--- src/lsb_marker_framed_extract_macros.svh ---
// Assertion macros shared by the lsb_marker_framed_extract RTL.
// No dependencies; included inside module bodies that check their own logic.
`ifndef LSB_MARKER_FRAMED_EXTRACT_MACROS_SVH
`define LSB_MARKER_FRAMED_EXTRACT_MACROS_SVH

// Implication or plain property, checked on the rising clock, off in reset.
`define LMFE_ASSERT(lbl, clk, rst_n, prop, msg) \
    lbl: assert property (@(posedge clk) disable iff (!rst_n) prop) else $error(msg);

// Condition that must never be seen outside reset.
`define LMFE_NEVER(lbl, clk, rst_n, cond, msg) \
    lbl: assert property (@(posedge clk) disable iff (!rst_n) !(cond)) else $error(msg);

`endif

--- src/lmfe_pkg.sv ---
// Shared types and constants for the lsb_marker_framed_extract block.
// No dependencies.
package lmfe_pkg;

    // Configuration register indexes
    localparam logic CFG_MARKER_LENGTH = 1'b0;
    localparam logic CFG_MARKER_BYTES  = 1'b1;

    localparam logic [3:0] MARKER_LENGTH_RESET = 4'd8;

    // Result kinds
    localparam logic [1:0] KIND_BYTE    = 2'd0;
    localparam logic [1:0] KIND_CLOSE   = 2'd1;
    localparam logic [1:0] KIND_ABANDON = 2'd2;

    // Run queue between front and back
    localparam int QUEUE_DEPTH = 4;
    localparam int QPTR_W      = 2;
    localparam int QCNT_W      = 3;

    typedef struct packed {
        logic [7:0] data_byte;
        logic [1:0] kind;
    } t_result;

    // All results caused by one pixel: one or two
    typedef struct packed {
        logic    two;
        t_result res0;
        t_result res1;
    } t_run;

    // LSBs of alpha, red, green, blue
    function automatic logic [3:0] lsb_nibble(input logic [31:0] pixel);
        lsb_nibble = {pixel[24], pixel[16], pixel[8], pixel[0]};
    endfunction

endpackage

--- src/lsb_marker_framed_extract.sv ---
// lsb_marker_framed_extract: recovers one byte from every two ARGB pixels (LSBs
// of A, R, G, B; first pixel gives the high nibble) and forwards only the bytes
// framed by a configurable marker of 1..MARKER_MAX bytes. Each message ends
// with a "complete" result; an image that ends inside a message gives an
// "abandoned" result. Message bytes leave marker-length bytes late, so the
// closing marker never appears. Rate: one pixel per cycle while full is low. A
// pixel causes zero, one or two results; these form one run in a four-entry
// queue, and results leave one per cycle while pop is high and empty is low.
// full rises only when that queue holds four runs. A pixel's run is registered
// into the queue and reaches the outputs when at its head. There is no clearing
// pass after reset. Config writes take effect at once and are meant for idle
// periods. Depends on lmfe_pkg, lmfe_front, lmfe_queue, lmfe_back.
module lsb_marker_framed_extract #(
    parameter int MARKER_MAX = 8
) (
    input  logic        i_clk,
    input  logic        i_rst_n,
    // configuration write port: index 0 marker_length, 1 marker_bytes
    input  logic        i_cfg_we,
    input  logic        i_cfg_index,
    input  logic [63:0] i_cfg_data,
    // pixel side
    input  logic        push,
    output logic        full,
    input  logic [31:0] i_pixel,
    input  logic        i_end_of_image,
    // result side
    output logic        empty,
    input  logic        pop,
    output logic [7:0]  o_data_byte,
    output logic [1:0]  o_kind,
    output logic        o_final_of_run
);
    import lmfe_pkg::*;

    logic accept;      // pixel transfer this cycle
    logic run_push;    // pixel produced at least one result
    t_run run;
    t_run head;
    logic q_full;
    logic q_empty;
    logic deq;         // last result of head run transferred

    assign full   = q_full;
    assign accept = push && !q_full;

    lmfe_front #(
        .MARKER_MAX(MARKER_MAX)
    ) u_front (
        .i_clk          (i_clk),
        .i_rst_n        (i_rst_n),
        .i_cfg_we       (i_cfg_we),
        .i_cfg_index    (i_cfg_index),
        .i_cfg_data     (i_cfg_data),
        .i_accept       (accept),
        .i_pixel        (i_pixel),
        .i_end_of_image (i_end_of_image),
        .o_push         (run_push),
        .o_run          (run)
    );

    lmfe_queue u_queue (
        .i_clk   (i_clk),
        .i_rst_n (i_rst_n),
        .i_push  (run_push),
        .i_run   (run),
        .i_pop   (deq),
        .o_head  (head),
        .o_full  (q_full),
        .o_empty (q_empty)
    );

    lmfe_back u_back (
        .i_clk          (i_clk),
        .i_rst_n        (i_rst_n),
        .i_head         (head),
        .i_q_empty      (q_empty),
        .i_pop          (pop),
        .o_deq          (deq),
        .o_empty        (empty),
        .o_data_byte    (o_data_byte),
        .o_kind         (o_kind),
        .o_final_of_run (o_final_of_run)
    );

endmodule

--- src/lmfe_front.sv ---
// Front part: config registers, byte assembly, marker window and framing state.
// Depends on lmfe_pkg and lsb_marker_framed_extract_macros.svh.
module lmfe_front #(
    parameter int MARKER_MAX = 8
) (
    input  logic           i_clk,
    input  logic           i_rst_n,
    input  logic           i_cfg_we,
    input  logic           i_cfg_index,
    input  logic [63:0]    i_cfg_data,
    input  logic           i_accept,
    input  logic [31:0]    i_pixel,
    input  logic           i_end_of_image,
    output logic           o_push,
    output lmfe_pkg::t_run o_run
);
    import lmfe_pkg::*;
    `include "lsb_marker_framed_extract_macros.svh"

    localparam int LW = $clog2(MARKER_MAX + 2);
    localparam int IW = (MARKER_MAX > 1) ? $clog2(MARKER_MAX) : 1;

    logic [3:0]    r_len;
    logic [63:0]   r_mbytes;
    logic          r_phase,  n_phase;
    logic [3:0]    r_upper,  n_upper;
    logic [7:0]    r_win [MARKER_MAX];
    logic [7:0]    n_win [MARKER_MAX];
    logic [LW-1:0] r_seen,   n_seen;
    logic [LW-1:0] r_since,  n_since;
    logic          r_inside, n_inside;

    logic [7:0]    mk [MARKER_MAX];
    logic [LW-1:0] eff_len;
    logic [LW-1:0] len_plus1;
    logic [LW-1:0] pos;
    logic [IW-1:0] oldest_idx;
    logic [3:0]    nib;
    logic          match;
    logic          e_byte, e_close, e_abandon;

    // marker characters; positions beyond the 64-bit register read as zero
    for (genvar k = 0; k < MARKER_MAX; k++) begin : g_mk
        if (k < 8) begin : g_reg
            assign mk[k] = r_mbytes[8*k +: 8];
        end else begin : g_zero
            assign mk[k] = 8'd0;
        end
    end

    // 0 acts as 1, above MARKER_MAX acts as MARKER_MAX
    always_comb begin
        if (r_len == 4'd0) begin
            eff_len = LW'(1);
        end else if (int'(r_len) > MARKER_MAX) begin
            eff_len = LW'(MARKER_MAX);
        end else begin
            eff_len = LW'(r_len);
        end
    end

    assign len_plus1  = eff_len + LW'(1);
    assign oldest_idx = IW'(eff_len - LW'(1));
    assign nib        = lsb_nibble(i_pixel);

    always_comb begin
        n_phase   = r_phase;
        n_upper   = r_upper;
        n_win     = r_win;
        n_seen    = r_seen;
        n_since   = r_since;
        n_inside  = r_inside;
        e_byte    = 1'b0;
        e_close   = 1'b0;
        e_abandon = 1'b0;
        match     = 1'b0;
        pos       = '0;
        if (!r_phase) begin
            n_upper = nib;
            n_phase = 1'b1;
        end else begin
            n_phase = 1'b0;
            n_upper = 4'd0;
            e_byte  = r_inside && (r_since >= eff_len);
            n_win[0] = {r_upper, nib};
            for (int j = 1; j < MARKER_MAX; j++) begin
                n_win[j] = r_win[j-1];
            end
            if (r_seen < eff_len) n_seen = r_seen + LW'(1);
            if (r_inside && (r_since < len_plus1)) n_since = r_since + LW'(1);
            // newest byte sits at 0, so window entry j meets marker char L-1-j
            match = (n_seen >= eff_len);
            for (int j = 0; j < MARKER_MAX; j++) begin
                pos = eff_len - LW'(j) - LW'(1);
                if ((LW'(j) < eff_len) && (n_win[j] != mk[pos[IW-1:0]])) begin
                    match = 1'b0;
                end
            end
            if (match) begin
                if (r_inside) begin
                    n_inside = 1'b0;
                    e_close  = 1'b1;
                end else begin
                    n_inside = 1'b1;
                    n_since  = '0;
                end
            end
        end
        if (i_end_of_image) begin
            e_abandon = n_inside;
            n_phase   = 1'b0;
            n_upper   = 4'd0;
            for (int j = 0; j < MARKER_MAX; j++) begin
                n_win[j] = 8'd0;
            end
            n_seen   = '0;
            n_since  = '0;
            n_inside = 1'b0;
        end
    end

    // pack the pixel's results in order: byte, then close or abandon
    always_comb begin
        o_run.two            = e_byte && (e_close || e_abandon);
        o_run.res1.data_byte = 8'd0;
        o_run.res1.kind      = e_close ? KIND_CLOSE : KIND_ABANDON;
        if (e_byte) begin
            o_run.res0.data_byte = r_win[oldest_idx];
            o_run.res0.kind      = KIND_BYTE;
        end else begin
            o_run.res0.data_byte = 8'd0;
            o_run.res0.kind      = e_close ? KIND_CLOSE : KIND_ABANDON;
        end
    end

    assign o_push = i_accept && (e_byte || e_close || e_abandon);

    always_ff @(posedge i_clk) begin
        if (!i_rst_n) begin
            r_len    <= MARKER_LENGTH_RESET;
            r_mbytes <= 64'd0;
            r_phase  <= 1'b0;
            r_upper  <= 4'd0;
            for (int j = 0; j < MARKER_MAX; j++) begin
                r_win[j] <= 8'd0;
            end
            r_seen   <= '0;
            r_since  <= '0;
            r_inside <= 1'b0;
        end else begin
            if (i_cfg_we) begin
                unique case (i_cfg_index)
                    CFG_MARKER_LENGTH: r_len    <= i_cfg_data[3:0];
                    CFG_MARKER_BYTES:  r_mbytes <= i_cfg_data;
                    default:           r_len    <= r_len;
                endcase
            end
            if (i_accept) begin
                r_phase  <= n_phase;
                r_upper  <= n_upper;
                r_win    <= n_win;
                r_seen   <= n_seen;
                r_since  <= n_since;
                r_inside <= n_inside;
            end
        end
    end

    `LMFE_ASSERT(a_eoi_clears, i_clk, i_rst_n, (i_accept && i_end_of_image) |=> (!r_phase && !r_inside && r_seen == '0), "stream state not cleared after end of image")
    `LMFE_ASSERT(a_seen_bound, i_clk, i_rst_n, r_seen <= LW'(MARKER_MAX), "bytes_seen above marker maximum")
    `LMFE_ASSERT(a_two_byte_first, i_clk, i_rst_n, (o_push && o_run.two) |-> (o_run.res0.kind == KIND_BYTE), "two-result run must lead with a byte")

endmodule

--- src/lmfe_queue.sv ---
// Short run queue that decouples the front part from the result side.
// Depends on lmfe_pkg and lsb_marker_framed_extract_macros.svh.
module lmfe_queue (
    input  logic           i_clk,
    input  logic           i_rst_n,
    input  logic           i_push,
    input  lmfe_pkg::t_run i_run,
    input  logic           i_pop,
    output lmfe_pkg::t_run o_head,
    output logic           o_full,
    output logic           o_empty
);
    import lmfe_pkg::*;
    `include "lsb_marker_framed_extract_macros.svh"

    t_run              r_mem [QUEUE_DEPTH];
    logic [QPTR_W-1:0] r_wptr;
    logic [QPTR_W-1:0] r_rptr;
    logic [QCNT_W-1:0] r_count;
    logic              do_push;
    logic              do_pop;

    assign o_full  = (r_count == QCNT_W'(QUEUE_DEPTH));
    assign o_empty = (r_count == '0);
    assign o_head  = r_mem[r_rptr];
    assign do_push = i_push && !o_full;
    assign do_pop  = i_pop && !o_empty;

    always_ff @(posedge i_clk) begin
        if (do_push) r_mem[r_wptr] <= i_run;
    end

    always_ff @(posedge i_clk) begin
        if (!i_rst_n) begin
            r_wptr  <= '0;
            r_rptr  <= '0;
            r_count <= '0;
        end else begin
            if (do_push) r_wptr <= r_wptr + QPTR_W'(1);
            if (do_pop)  r_rptr <= r_rptr + QPTR_W'(1);
            if (do_push && !do_pop) begin
                r_count <= r_count + QCNT_W'(1);
            end else if (do_pop && !do_push) begin
                r_count <= r_count - QCNT_W'(1);
            end
        end
    end

    `LMFE_ASSERT(a_count_bound, i_clk, i_rst_n, r_count <= QCNT_W'(QUEUE_DEPTH), "queue count above depth")
    `LMFE_NEVER(a_no_overflow, i_clk, i_rst_n, i_push && o_full, "run pushed into a full queue")
    `LMFE_ASSERT(a_pop_count, i_clk, i_rst_n, (do_pop && !do_push) |=> (r_count == $past(r_count) - QCNT_W'(1)), "count did not drop on pop")

endmodule

--- src/lmfe_back.sv ---
// Back part: hands out the one or two results of the oldest queued run.
// Depends on lmfe_pkg.
module lmfe_back (
    input  logic           i_clk,
    input  logic           i_rst_n,
    input  lmfe_pkg::t_run i_head,
    input  logic           i_q_empty,
    input  logic           i_pop,
    output logic           o_deq,
    output logic           o_empty,
    output logic [7:0]     o_data_byte,
    output logic [1:0]     o_kind,
    output logic           o_final_of_run
);
    import lmfe_pkg::*;

    logic    r_second;
    logic    last_of_run;
    logic    taken;
    t_result cur;

    assign cur            = r_second ? i_head.res1 : i_head.res0;
    assign last_of_run    = r_second || !i_head.two;
    assign taken          = i_pop && !i_q_empty;
    assign o_deq          = taken && last_of_run;
    assign o_empty        = i_q_empty;
    assign o_data_byte    = cur.data_byte;
    assign o_kind         = cur.kind;
    assign o_final_of_run = last_of_run;

    always_ff @(posedge i_clk) begin
        if (!i_rst_n) begin
            r_second <= 1'b0;
        end else if (taken) begin
            r_second <= !last_of_run;
        end
    end

endmodule

--- config.mk ---
export PLATFORM = sky130hd
export DESIGN_NAME = lsb_marker_framed_extract
export DESIGN_NICKNAME = d
export VERILOG_FILES = /design/src/lmfe_pkg.sv /design/src/lsb_marker_framed_extract.sv /design/src/lmfe_front.sv /design/src/lmfe_queue.sv /design/src/lmfe_back.sv
export VERILOG_INCLUDE_DIRS = /design/src /design/src/src
export SDC_FILE = /design/constraint.sdc
export NUM_CORES = 1
export LEC_CHECK = 0
export BUFFER_PORTS_ARGS = -buffer_cell sky130_fd_sc_hd__buf_2
export CAP_MARGIN = 30
export CORE_MARGIN = 4
export CORE_UTILIZATION = 55
export DETAILED_ROUTE_END_ITERATION = 10
export HOLD_SLACK_MARGIN = 0.02
export PLACE_DENSITY = 0.78
export SKIP_LAST_GASP = 1
export SYNTH_ARGS = -nofsm -noshare
export SYNTH_HDL_FRONTEND = slang
export SYNTH_SLANG_ARGS = --single-unit
--- constraint.sdc ---
create_clock -name i_clk -period 7.4 [get_ports i_clk]
set_input_delay 0.74 -clock i_clk [delete_from_list [all_inputs] [get_ports i_clk]]
set_output_delay 0.74 -clock i_clk [all_outputs]
set_load 0.01 [all_outputs]
==> results of run 1 <==
## kinds of logic after synthesis
group | after synthesis
buffers and inverters | 129
adders and majority gates | 28
DFF | 208
and+or+nand+nor | 383
muxes | 150
AOI/OAI and AO/OA | 288
xor gates and xnor gates | 81
## power groups by stage
stage	registers, µW	logic [µW]	clock network (µW)
after global routing	1220	416	1230
after global placement	1240	371	0
after CTS	1220	381	1190
after floorplan	1220	286	0
final	1220	385	1160
after detailed placement	1240	379	0
## worst paths after layout
kind                                      endpoint  depth (start not counted)  slack [ps]                           from
setup / recovery   u_queue.r_count[2]$_SDFFE_PN0P_                         24         970  u_front.r_len[1]$_SDFFE_PN0P_
hold / removal    u_front.r_mbytes[5]$_SDFFE_PN0P_                          3         480                  i_cfg_data[5]
setup reg to reg   u_queue.r_count[2]$_SDFFE_PN0P_                         24         970  u_front.r_len[1]$_SDFFE_PN0P_
hold reg to reg      u_front.r_win[7]$_SDFFE_PN0P_                          1         480  u_front.r_win[7]$_SDFFE_PN0P_
## layer usage
metal	wire (µm)	vias up	track usage, %
met5	0	-	0
met4	1549	0	10.11
met3	3113	84	3.705
met2	16790	487	43.76
met1	14890	5074	37.87
li1	-	4828	-
## Yosys cell counts (6+ instances only)
| cell | number |
|---|---|
| and2b_1 | 6 |
| a21boi_0 | 71 |
| buf_1 | 10 |
| or2_2 | 12 |
| a22o_1 | 64 |
| nor4_1 | 11 |
| nand3_1 | 42 |
| a32oi_1 | 37 |
| nor3_1 | 9 |
| nor2_1 | 23 |
| mux4_2 | 85 |
| dfxtp_1 | 156 |
| edfxtp_1 | 52 |
| a21oi_1 | 29 |
| o21ai_0 | 21 |
| buf_2 | 21 |
| and2_1 | 16 |
| xnor2_1 | 52 |
| inv_1 | 20 |
| nand4_1 | 15 |
| a22oi_1 | 6 |
| ha_1 | 27 |
| xor2_1 | 27 |
| nand2b_1 | 11 |
| clkbuf_1 | 66 |
| mux2i_1 | 55 |
| nand2_1 | 174 |
| nor2b_1 | 48 |
| o211ai_1 | 7 |
| a221oi_1 | 7 |
## critical path, delay by kind of cell (launching register included)
family / cells / cell delay (ps)
and+or+nand+nor: 7 / 1440
AOI/OAI and AO/OA: 6 / 1290
adders and majority gates: 4 / 1260
xor gates and xnor gates: 3 / 950
muxes: 1 / 660
buffers and inverters: 3 / 420
DFF: 1 / 320
## state kept, by name, indices dropped and copies added, names as in the netlist, named ones only
register and flops:
u_front.r_len 4, u_front.r_mbytes 64, u_front.r_seen 4, u_queue.r_wptr 2
u_front.r_phase 1, u_front.r_win 64, u_front.r_since 4, u_front.r_inside 1
u_front.r_upper 4, u_queue.r_count 3, u_back.r_second 1, u_queue.r_mem 52
u_queue.r_rptr 2
## area by class of cell
type / instances / share of cell area (%)
clock buffers: 23 / 3.986
clock inverters: 17 / 1.378
inverters: 23 / 0.6152
multi-input cells: 930 / 54.23
flip-flops and latches: 208 / 32.45
well taps: 319 / 2.764
repair buffers: 112 / 4.575
## stage by stage
| step | power, µW | hold slack [ps] | cell area (µm²) | instances | utilization (%) |
|---|---|---|---|---|---|
| 4_1_cts | 2783 | 463.2 | 14440 | 1632 | 61.70 |
| 3_5_place_dp | 1621 | 462.3 | 13670 | 1592 | 58.39 |
| 2_1_floorplan | 1507 | 444.0 | 13070 | 1267 | - |
| 3_3_place_gp | 1612 | 456.5 | 13620 | 1589 | 58.19 |
| 5_1_grt | 2867 | 469.1 | 14440 | 1632 | 61.70 |
| 6_report | 2768 | 480.0 | 14440 | 1632 | 61.70 |
==> metrics.md, run 1 <==
| Metric | Value |
|---|---|
| Status | `completed` |
| FF/Latch Area | `4686 µm²` |
| Worst setup margin | `974.2 ps` |
| Area of the multi-input gates | `7831 µm²` |
| Post-synthesis compound-gate area fraction | `16.90%` |
| Least-Margin Pin Slew | `841.5 ps` |
| WP data required | `7830 ps` |
| Pleak | `0.005143 µW` |
| Synthesized area | `13070 µm²` |
| Antenna Nets Post-Route | `0` |
| GP Congestion | `0.9925` |
| Critical setup path kind | `reg -> reg` |
| Ys async rst share | `0%` |
| Most common cell after layout, fill and taps aside | `nand2_1` |
| Comb power frac | `13.9%` |
| Commonest cells after routing, fill and taps aside | `nand2_1, dfxtp_1, buf_2` |
| Routed length per instance | `22.26 µm` |
| Period Utilization, post-route | `86.83%` |
| Fraction of layout cells with a size suffix above 1 | `20.34%` |
| Worst setup SP type | `register` |
| Fill cell count | `1994` |
| Syn nets | `1398` |
| CTS tree | `built` |
| Cell taking the most area after synthesis | `dfxtp_1` |
| Total number of vias | `10470` |
| Post-synthesis mux area share | `20.30%` |
| Global route overflow | `0` |
| Post-Synth XOR/XNOR Area | `5.631%` |
| Routed WL | `36330 µm` |
| DP Worst Slack | `1030 ps` |
| # Post-CTS Setup Buffers | `0` |
| HP Class | `in -> reg` |
| Maximum clock rate | `155.6 MHz` |
| Site Rows | `56` |
| Post-synthesis register bit count | `208` |
| Pwr dens | `191.7 nW/µm²` |
| Maxcap violations | `0` |
| # nets final | `1428` |
| Minimum clock period | `6426 ps` |
| CTS Buf Count | `22` |
| # hold bufs at CTS | `0` |
| Worst-path cell chain | `buf_4, o21bai_2, nand2_2, clkinv_1, ha_1, xnor2_4, mux4_1, xnor2_1, nor4_1, nand2_1, a211oi_1, nand2_1, nor3_1, ha_1, a21oi_1, nor2_1, a31oi_1, a21oi_1, ha_1, inv_1, fa_1, xor2_1, or3_1, a21boi_0` |
| Int Pwr | `2053 µW` |
| Crit Path Max Fanout | `20` |
| Post-cts repair resize count | `0` |
| CTS Buffer Depth | `3` |
| Total track usage | `27.20%` |
| Global-route wire length before repair | `56500 µm` |
| IO Pins | `116` |
| Slew headroom | `43.82%` |
| Clock sink count | `208` |
| Number of enable flip-flop cells after synthesis | `52` |
| Number of library cell types mapped by synthesis | `70` |
| Setup TNS | `0 ps` |
| Slew Viols, Final | `0` |
| Switch share | `25.80%` |
| Via density | `6.417` |
| Critical Path End Type | `register` |
| Detailed placement HPWL | `25970 µm` |
| Final hold violation count | `0` |
| Area contributors post-synth | `dfxtp_1, mux4_2, edfxtp_1` |
| Initial core utilization | `55.83%` |
| Syn_area_per_cell | `10.31 µm²` |
| Synth Warn # | `0` |
| Vias in the first global route | `9800` |
| RSZ-0062 raised after global routing | `false` |
| CP Data Arrival Time | `6850 ps` |
| Worst vdd ir | `0.0001779 V` |
| Clock Latency Late Sink | `510 ps` |
| NetSw | `714.2 µW` |
| Largest net degree at the start of global routing | `87` |
| Initial DRC count | `1219` |
| Most frequently used flop master after synthesis | `dfxtp_1` |
| # DRC | `0` |
| Critical-path top delay cell | `mux4_1` |
| Sequential power share | `44.0%` |
| Pre-antenna DRT Iters | `6` |
| Clock slew at reported path FFs | `60 ps` |
| Area Overhead vs Synth | `10.52%` |
| Post-synth top area share | `23.90%` |
| CTS root buf | `clkbuf_16` |
| Chip width | `162.1 µm` |
| Max stage delay on crit path | `660 ps` |
| Cell mode on critical path | `ha_1` |
| Die height | `162.1 µm` |
| Syn Inst Count | `1267` |
| Combinational family with the most area after synthesis | `multiplexers` |
| Full die area | `26280 µm²` |
| Final setup fails | `0` |
| Antenna diodes | `0` |
| Post-Synth Simple-Gate Area | `14.24%` |
| Core ar. | `23400 µm²` |
| Clock power frac | `42.1%` |
| Register area share after synthesis | `35.86%` |
| Htree depth | `1` |
| Antenna violations before repair | `0` |
| Number of port buffers | `87` |
| Clock skew | `6.752 ps` |
| Adder-cell area share of the yosys netlist | `2.739%` |
No activity file was read; power rests on OpenSTA's default activity.
==> run 2, diff against run 1 <==
Settings changed: PLACE_DENSITY 0.78 to 0.77, SYNTH_HIERARCHICAL from default to 1.
==> run 2 against run 1 <==
Cell count rose by 1.2%. Fmax fell by 5.2%. Clock power barely moved. Critical path type unchanged.
==> metrics.md, run 2 <==
| Metric | Value |
|---|---|
| Maxcap violations | `0 (unchanged)` |
| Register with the most flip-flops | `u_queue/r_mem` |
| Critical Path End Type | `register` |
| Antenna Nets Post-Route | `0 (unchanged)` |
| Fraction of layout cells with a size suffix above 1 | `20.72% (+0.39 points)` |
| Post-synthesis register bit count | `240 (+15%)` |
| Critical-path top delay cell | `ha_2` |
| CTS root buf | `clkbuf_16` |
| Count leader, synth | `nand2_1` |
| # nets final | `1439 (+0.77%)` |
| Most frequent cells after synthesis | `nand2_1, dfxtp_1, edfxtp_1` |
| Maximum clock rate | `147.5 MHz (-5.2%)` |
| # DRC | `0 (unchanged)` |
| WP data required | `7850 ps (+20 ps)` |
| Post-Synth XOR/XNOR Area | `4.397% (-1.2 points)` |
| Pre-antenna DRT Iters | `6 (unchanged)` |
| Adder-cell area share of the yosys netlist | `2.555% (-0.18 points)` |
| Number of library cell types mapped by synthesis | `68 (-2.9%)` |
| R2R Path Start | `u_front/r_len[3]$_SDFFE_PN1P_` |
| Worst-path cell chain | `nand2b_1, clkinv_1, ha_2, inv_1, nor3_1, a22oi_1, xnor2_1, nor4_1, nand4_1, or4_1, a2111o_1, a21oi_1, ha_1, o21ai_0, a21oi_1, nor2b_1, ha_1, inv_1, fa_1, xor2_1, or3_1, a21boi_1` |
| Initial core utilization | `55.75% (-0.079 points)` |
| DP Cell Count | `1606 (+0.88%)` |
| CTS tree | `built` |
| Max stage delay on crit path | `650 ps (about the same)` |
| Clock power frac | `39.6% (-2.5 points)` |
| Final hold violation count | `0 (unchanged)` |
| Total number of vias | `10510 (+0.36%)` |
| Chip width | `164.8 µm (+1.6%)` |
| Int Pwr | `2152 µW (+4.8%)` |
| Initial DRC count | `1156 (-5.2%)` |
| CP top delay family | `simple AND/OR/NAND/NOR gates` |
| Fill cell count | `1958 (-1.8%)` |
| Largest net degree at the start of global routing | `90 (+3.4%)` |
| Via density | `6.366 (-0.79%)` |
| Clock Latency Late Sink | `510 ps (about the same)` |
| Most frequently used flop master after synthesis | `dfxtp_1` |
| Pwr dens | `190.6 nW/µm² (-0.54%)` |
| Commonest cells after routing, fill and taps aside | `nand2_1, dfxtp_1, buf_2` |
| CTS Buffer Depth | `3 (unchanged)` |
| Syn Inst Count | `1266 (-0.079%)` |
| FF/Latch Area | `5645 µm² (+20%)` |
| RSZ-0062 raised after global routing | `false` |
| Routed WL | `36150 µm (-0.52%)` |
| Worst Hold Depth | `2 (-1)` |
| Global-route wire length before repair | `56780 µm (+0.49%)` |
| Worst setup SP type | `register` |
| # hold bufs at CTS | `0 (unchanged)` |
| Worst vdd ir | `0.0001503 V (-16%)` |
| IO Pins | `116 (unchanged)` |
| Area of the multi-input gates | `7316 µm² (-6.6%)` |
| HP Class | `reg -> reg` |
| Post-synthesis compound-gate area fraction | `18.47% (+1.6 points)` |
| WP buf/inv | `3 (unchanged)` |
| Status | `completed` |
| Max reg flops | `84` |
| Area contributors post-synth | `dfxtp_1, edfxtp_1, mux4_2` |
| Htree depth | `1 (unchanged)` |
| Synthesized area | `13520 µm² (+3.5%)` |
| Global route overflow | `0 (unchanged)` |
| Number of enable flip-flop cells after synthesis | `84 (+62%)` |
| Reg2Reg Depth | `22 (-8.3%)` |
| Register area share after synthesis | `41.76% (+5.9 points)` |
| GP Congestion | `0.9573 (-3.5%)` |
| Combinational family with the most area after synthesis | `compound AO/OA/AOI/OAI gates` |
| Clock slew at reported path FFs | `60 ps (about the same)` |
| Slew Viols, Final | `0 (unchanged)` |
| Switch share | `24.31% (-1.5 points)` |
| FF-to-FF setup slack | `620 ps (-350 ps)` |
| Top Registers | `u_queue/r_mem: 84 flops, u_front/r_mbytes: 64 flops, u_front/r_win: 64 flops` |
| Post-synth top area share | `23.10% (-0.80 points)` |
| Minimum clock period | `6778 ps (+352.4 ps)` |
| NetSw | `691.3 µW (-3.2%)` |
| Setup TNS | `0 ps (unchanged)` |
| Most common cell after layout, fill and taps aside | `nand2_1` |
| CP Data Arrival Time | `7220 ps (+370 ps)` |
| Post-Synth Simple-Gate Area | `13.18% (-1.1 points)` |
| Total track usage | `26.63% (-0.57 points)` |
| Site Rows | `57 (+1.8%)` |
| Comb power frac | `11.0% (-2.9 points)` |
| Final setup fails | `0 (unchanged)` |
| Endpoint of the worst hold path | `u_front/r_win[5]$_SDFFE_PN0P_` |
| Clock skew | `8.043 ps (+1.291 ps)` |
| Antenna diodes | `0 (unchanged)` |
| Syn_area_per_cell | `10.68 µm² (+3.5%)` |
| Clock sink count | `240 (+15%)` |
| Routed length per instance | `21.89 µm (-1.7%)` |
| Period Utilization, post-route | `91.60% (+4.8 points)` |
| Vias in the first global route | `10270 (+4.8%)` |
| Worst reg2reg path endpoint | `u_queue/r_count[2]$_SDFFE_PN0P_` |
| Core ar. | `24250 µm² (+3.6%)` |
| Detailed placement HPWL | `25870 µm (-0.39%)` |
| Slew headroom | `40.57% (-3.3 points)` |
| Least-Margin Pin Slew | `887.1 ps (+45.65 ps)` |
| Sequential power share | `49.4% (+5.4 points)` |
| Pleak | `0.005248 µW (+2.0%)` |
| Die height | `164.8 µm (+1.6%)` |
| Post-synthesis mux area share | `15.06% (-5.2 points)` |
| Non-filler cells, final | `1651 (+1.2%)` |
| Number of port buffers | `87 (unchanged)` |
| Cell taking the most area after synthesis | `dfxtp_1` |
| Antenna violations before repair | `0 (unchanged)` |
| Full die area | `27150 µm² (+3.3%)` |
| Synth Warn # | `6 (+6)` |
| Hold wc startpoint | `u_front/r_win[5]$_SDFFE_PN0P_` |
| Area Overhead vs Synth | `10.35%` |
| Ys async rst share | `0% (unchanged)` |
| CTS Buf Count | `24 (+9.1%)` |
| Critical setup path kind | `reg -> reg` |
| Crit Path Max Fanout | `19 (-5.0%)` |
| Final core occ | `61.52% (-0.19 points)` |
## run 2: cell types whose count changed after synthesis, moves of 9 or more
| cell | before | now |
|---|---|---|
| xnor2_1 | 52 | 41 |
| nor4b_1 | 0 | 9 |
| buf_2 | 21 | 12 |
| mux2i_1 | 55 | 14 |
| edfxtp_1 | 52 | 84 |
| nor2_1 | 23 | 11 |
| or2_2 | 12 | 0 |
| nor3_1 | 9 | 21 |
| o32a_1 | 1 | 30 |
| mux2_2 | 5 | 42 |
| o211ai_1 | 7 | 16 |
| mux4_2 | 85 | 55 |
| o21ai_0 | 21 | 30 |
## run 2: power groups by stage
stage,clock network (µW),logic (µW),registers (µW)
after floorplan,0,223,1420
final,1130,314,1400
after CTS,1150,306,1400
after detailed placement,0,304,1430
after global routing,1210,341,1410
after global placement,0,299,1430
## run 2: how the worst max path moves through the flow
stage	depth (start not counted)	endpoint	slack (ps)	startpoint
final	22	u_queue/r_count[2]$_SDFFE_PN0P_	620	u_front/r_len[3]$_SDFFE_PN1P_
after CTS	22	u_queue/r_count[2]$_SDFFE_PN0P_	430	u_front/r_len[3]$_SDFFE_PN1P_
after global placement	22	u_queue/r_count[2]$_SDFFE_PN0P_	710	u_front/r_len[3]$_SDFFE_PN1P_
after global routing	22	u_queue/r_count[2]$_SDFFE_PN0P_	130	u_front/r_len[3]$_SDFFE_PN1P_
after detailed placement	22	u_queue/r_count[2]$_SDFFE_PN0P_	520	u_front/r_len[3]$_SDFFE_PN1P_
after floorplan	27	u_queue/r_count[2]$_SDFFE_PN0P_	920	u_front/r_len[1]$_SDFFE_PN0P_
## run 2: metrics by stage
step / hold slack, ps / total power (µW) / area, µm² / setup WS [ps]
2_1_floorplan: 420.5 / 1642 / 13540 / 920.3
3_3_place_gp: 432.3 / 1730 / 14130 / 714.6
3_5_place_dp: 442.6 / 1736 / 14170 / 517.8
4_1_cts: 456.3 / 2857 / 14890 / 432.5
5_1_grt: 471.6 / 2954 / 14920 / 133.4
6_report: 453.9 / 2844 / 14920 / 621.9
## run 2: layout make-up
type                            instances  area share, %
Timing Repair Buffer                  122          4.982
Tap cell                              324          2.718
Inverter                               21         0.5284
Sequential cell                       240          37.85
Clock buffer                           37          4.630
Clock inverter                          7         0.2516
Multi-Input combinational cell        900          49.04
## run 2: kinds of logic (layout without fill, tap and decap cells)
kind of cell    after synthesis  in the layout
xor+xnor                     67             67
fa+ha+maj                    27             27
flops                       240            240
other cells                   1              8
compound gates              318            318
buf+inv                     133            187
simple gates                361            361
mux                         119            119
## run 2: timing repair
| action | in CTS | in global routing |
|---|---|---|
| buffers inserted | 0 | 0 |
| endpoints found under the setup margin | 0 | 1 |
| resized for setup | 0 | 1 |
## run 2: metal layers
layer | up-vias | track usage (%) | share of wire (%) | routed length, µm
li1 | 4861 | - | - | -
met1 | 5060 | 34.65 | 40 | 14350
met2 | 480 | 43.81 | 47 | 17170
met3 | 110 | 4.966 | 8.2 | 2966
met4 | 0 | 11.27 | 4.6 | 1660
met5 | - | 0 | 0 | 0
## run 2: worst reg2reg max path, delay by kind of cell, from the launching register on
family	cells	cell delay [ps]
simple gates	7	2300
fa+ha+maj	4	1530
compound gates	6	1510
buf+inv	3	680
flops	1	400
xor+xnor	2	290
==> run 3, diff against run 2 <==
Settings changed: RECOVER_POWER from default to 25.
==> run 3 against run 2 <==
The run now ends with max-capacitance violations, max-slew violations left. Non-clock buffer count unchanged. Clock skew about the same. Via count shrank 0.11%. Setup slack worse by 32 ps. Largest cell class unchanged. Fmax is 0.47% lower. Register-to-register slack worse by 30 ps. Combinational power barely moved. Cell area about the same. Clock-buffer cell count unchanged. Critical endpoint unchanged. Critical path depth stayed put. Cell count unchanged. Worst hold slack is essentially flat. Highest routed layer unchanged. Largest power group unchanged.
==> metrics.md, run 3 (same netlist as run 2, synthesis figures left out) <==
| Metric | Value |
|---|---|
| Antenna violations before repair | `0 (unchanged)` |
| Largest net degree at the start of global routing | `90 (unchanged)` |
| Clock power frac | `39.6% (about the same)` |
| CTS Buf Count | `24 (unchanged)` |
| GP Congestion | `0.9573 (unchanged)` |
| Die height | `164.8 µm (unchanged)` |
| Clock slew at reported path FFs | `60 ps (about the same)` |
| Hold Worst Slack | `454.2 ps (+0.3090 ps)` |
| Failing checks | `max-capacitance violations, max-slew violations` |
| Commonest cells after routing, fill and taps aside | `nand2_1, dfxtp_1, buf_2` |
| Clock Latency Late Sink | `510 ps (about the same)` |
| Worst setup SP type | `register` |
| # nets final | `1439 (unchanged)` |
| Number of port buffers | `87 (unchanged)` |
| Antenna diodes | `0 (unchanged)` |
| Worst vdd ir | `0.0001502 V (about the same)` |
| Chip width | `164.8 µm (unchanged)` |
| Global-route wire length before repair | `56780 µm (unchanged)` |
| Status | `finished with violations` |
| Htree depth | `1 (unchanged)` |
| Routed WL | `36070 µm (-0.21%)` |
| Most common cell after layout, fill and taps aside | `nand2_1` |
| HP Class | `reg -> reg` |
| # hold bufs at CTS | `0 (unchanged)` |
| Setup TNS | `0 ps (unchanged)` |
| Slew Viols, Final | `90 (+90)` |
| Maxcap violations | `1 (+1)` |
| Int Pwr | `2154 µW (about the same)` |
| Final hold violation count | `0 (unchanged)` |
| Critical Path End Type | `register` |
| Area Overhead vs Synth | `10.29% (about the same)` |
| # DRC | `0 (unchanged)` |
| Fill cell count | `1958 (unchanged)` |
| Minimum clock period | `6810 ps (+32.31 ps)` |
| Initial DRC count | `1053 (-8.9%)` |
| FF/Latch Area | `5645 µm² (unchanged)` |
| Switch share | `24.32% (about the same)` |
| Via density | `6.359 (-0.11%)` |
| Vias in the first global route | `10270 (unchanged)` |
| Detailed placement HPWL | `25870 µm (unchanged)` |
| Site Rows | `57 (unchanged)` |
| Final setup fails | `0 (unchanged)` |
| WP data required | `7840 ps (about the same)` |
| Period Utilization, post-route | `92.03% (+0.44 points)` |
| CTS root buf | `clkbuf_16` |
| IO Pins | `116 (unchanged)` |
| Fraction of layout cells with a size suffix above 1 | `20.50% (-0.23 points)` |
| Slew headroom | `-111.1% (-150 points)` |
| Pleak | `0.005242 µW (-0.11%)` |
| RSZ-0062 raised after global routing | `false` |
| Pre-antenna DRT Iters | `6 (unchanged)` |
| Core ar. | `24250 µm² (unchanged)` |
| Antenna Nets Post-Route | `0 (unchanged)` |
| Crit Path Max Fanout | `19 (unchanged)` |
| Comb power frac | `11.0% (about the same)` |
| CP Data Arrival Time | `7250 ps (+30 ps)` |
| Maximum clock rate | `146.8 MHz (-0.47%)` |
| Clock sink count | `240 (unchanged)` |
| Register with the most flip-flops | `u_queue/r_mem` |
| Max reg flops | `84 (unchanged)` |
| Routed length per instance | `21.85 µm (-0.21%)` |
| Total track usage | `26.63% (unchanged)` |
| NetSw | `692.1 µW (+0.12%)` |
| Least-Margin Pin Slew | `3167 ps (+2280 ps)` |
| Full die area | `27150 µm² (unchanged)` |
| Area of the multi-input gates | `7312 µm² (about the same)` |
| Pwr dens | `190.9 nW/µm² (+0.13%)` |
| CTS Buffer Depth | `3 (unchanged)` |
| Critical setup path kind | `reg -> reg` |
| Sequential power share | `49.4% (about the same)` |
| CTS tree | `built` |
| Initial core utilization | `55.75% (unchanged)` |
| Global route overflow | `0 (unchanged)` |
| Total number of vias | `10500 (-0.11%)` |
| Top Registers | `u_queue/r_mem: 84 flops, u_front/r_mbytes: 64 flops, u_front/r_win: 64 flops` |
| Clock skew | `8.063 ps (+0.01921 ps)` |
-- run 3: cell count changes in the layout (fill, tap and decap cells not counted) --
| cell | before | now |
|---|---|---|
| and2_2 | 3 | 2 |
| buf_4 | 31 | 30 |
| clkbuf_1 | 10 | 11 |
| and2_0 | 0 | 1 |
| nor2b_2 | 2 | 1 |
| nor2b_1 | 49 | 50 |
-- run 3: what timing repair did --
| item | CTS | global route |
|---|---|---|
| gates resized for setup | 0 | 1 |
| buffers inserted | 0 | 0 |
| setup endpoints to repair | 0 | 1 |
-- run 3: stage by stage --
step	utilization (%)	cell area, µm²	power, µW	setup WS [ps]	instances
after global placement	58.28	14130	1730	714.6	1604
after detailed placement	58.42	14170	1736	517.8	1606
after CTS	61.42	14890	2857	432.5	1650
final	61.49	14910	2846	589.6	1651
after floorplan	-	13540	1642	920.3	1273
after global routing	61.49	14910	2956	128.7	1651
-- run 3: critical path, stage by stage (launching register included) --
cell	delay (ps)
dfxtp_1	400
nand2b_1	320
clkinv_1	300
ha_2	660
inv_1	310
nor3_1	240
a22oi_1	130
xnor2_1	140
nor4_1	260
nand4_1	180
or4_1	540
a2111o_1	420
a21oi_1	230
ha_1	230
o21ai_0	300
a21oi_1	310
nor2b_1	430
ha_1	270
inv_1	60
fa_1	370
xor2_1	150
or3_1	310
a21boi_1	140
-- run 3: power groups by stage --
stage	registers, µW	logic, µW	clock network [µW]
after floorplan	1420	223	0
after global placement	1430	299	0
after detailed placement	1430	304	0
after CTS	1400	306	1150
after global routing	1410	343	1210
final	1400	314	1130
-- run 3: worst paths after layout --
check | from | end | slack (ps) | depth (start not counted)
worst min-delay path | u_front/r_win[5]$_SDFFE_PN0P_ | u_front/r_win[5]$_SDFFE_PN0P_ | 450 | 2
worst max register to register | u_front/r_len[3]$_SDFFE_PN1P_ | u_queue/r_count[2]$_SDFFE_PN0P_ | 590 | 22
worst max-delay path | u_front/r_len[3]$_SDFFE_PN1P_ | u_queue/r_count[2]$_SDFFE_PN0P_ | 590 | 22
worst min register to register | u_front/r_win[5]$_SDFFE_PN0P_ | u_front/r_win[5]$_SDFFE_PN0P_ | 450 | 2
-- run 3: routing by layer --
layer	track usage [%]	vias to the layer above	part of all wire, %	routed length (µm)
met5	0	-	0	0
met4	11.27	0	4.7	1699
met3	4.966	123	8.1	2925
met2	43.81	475	48	17140
li1	-	4852	-	-
met1	34.65	5049	40	14300
-- run 3: final cells by class --
type | instances | share of cell area [%]
clock buffers | 37 | 4.632
clock inverters | 7 | 0.2518
inverters | 21 | 0.5287
multi-input cells | 900 | 49.04
flip-flops and latches | 240 | 37.87
well taps | 324 | 2.719
repair buffers | 122 | 4.960
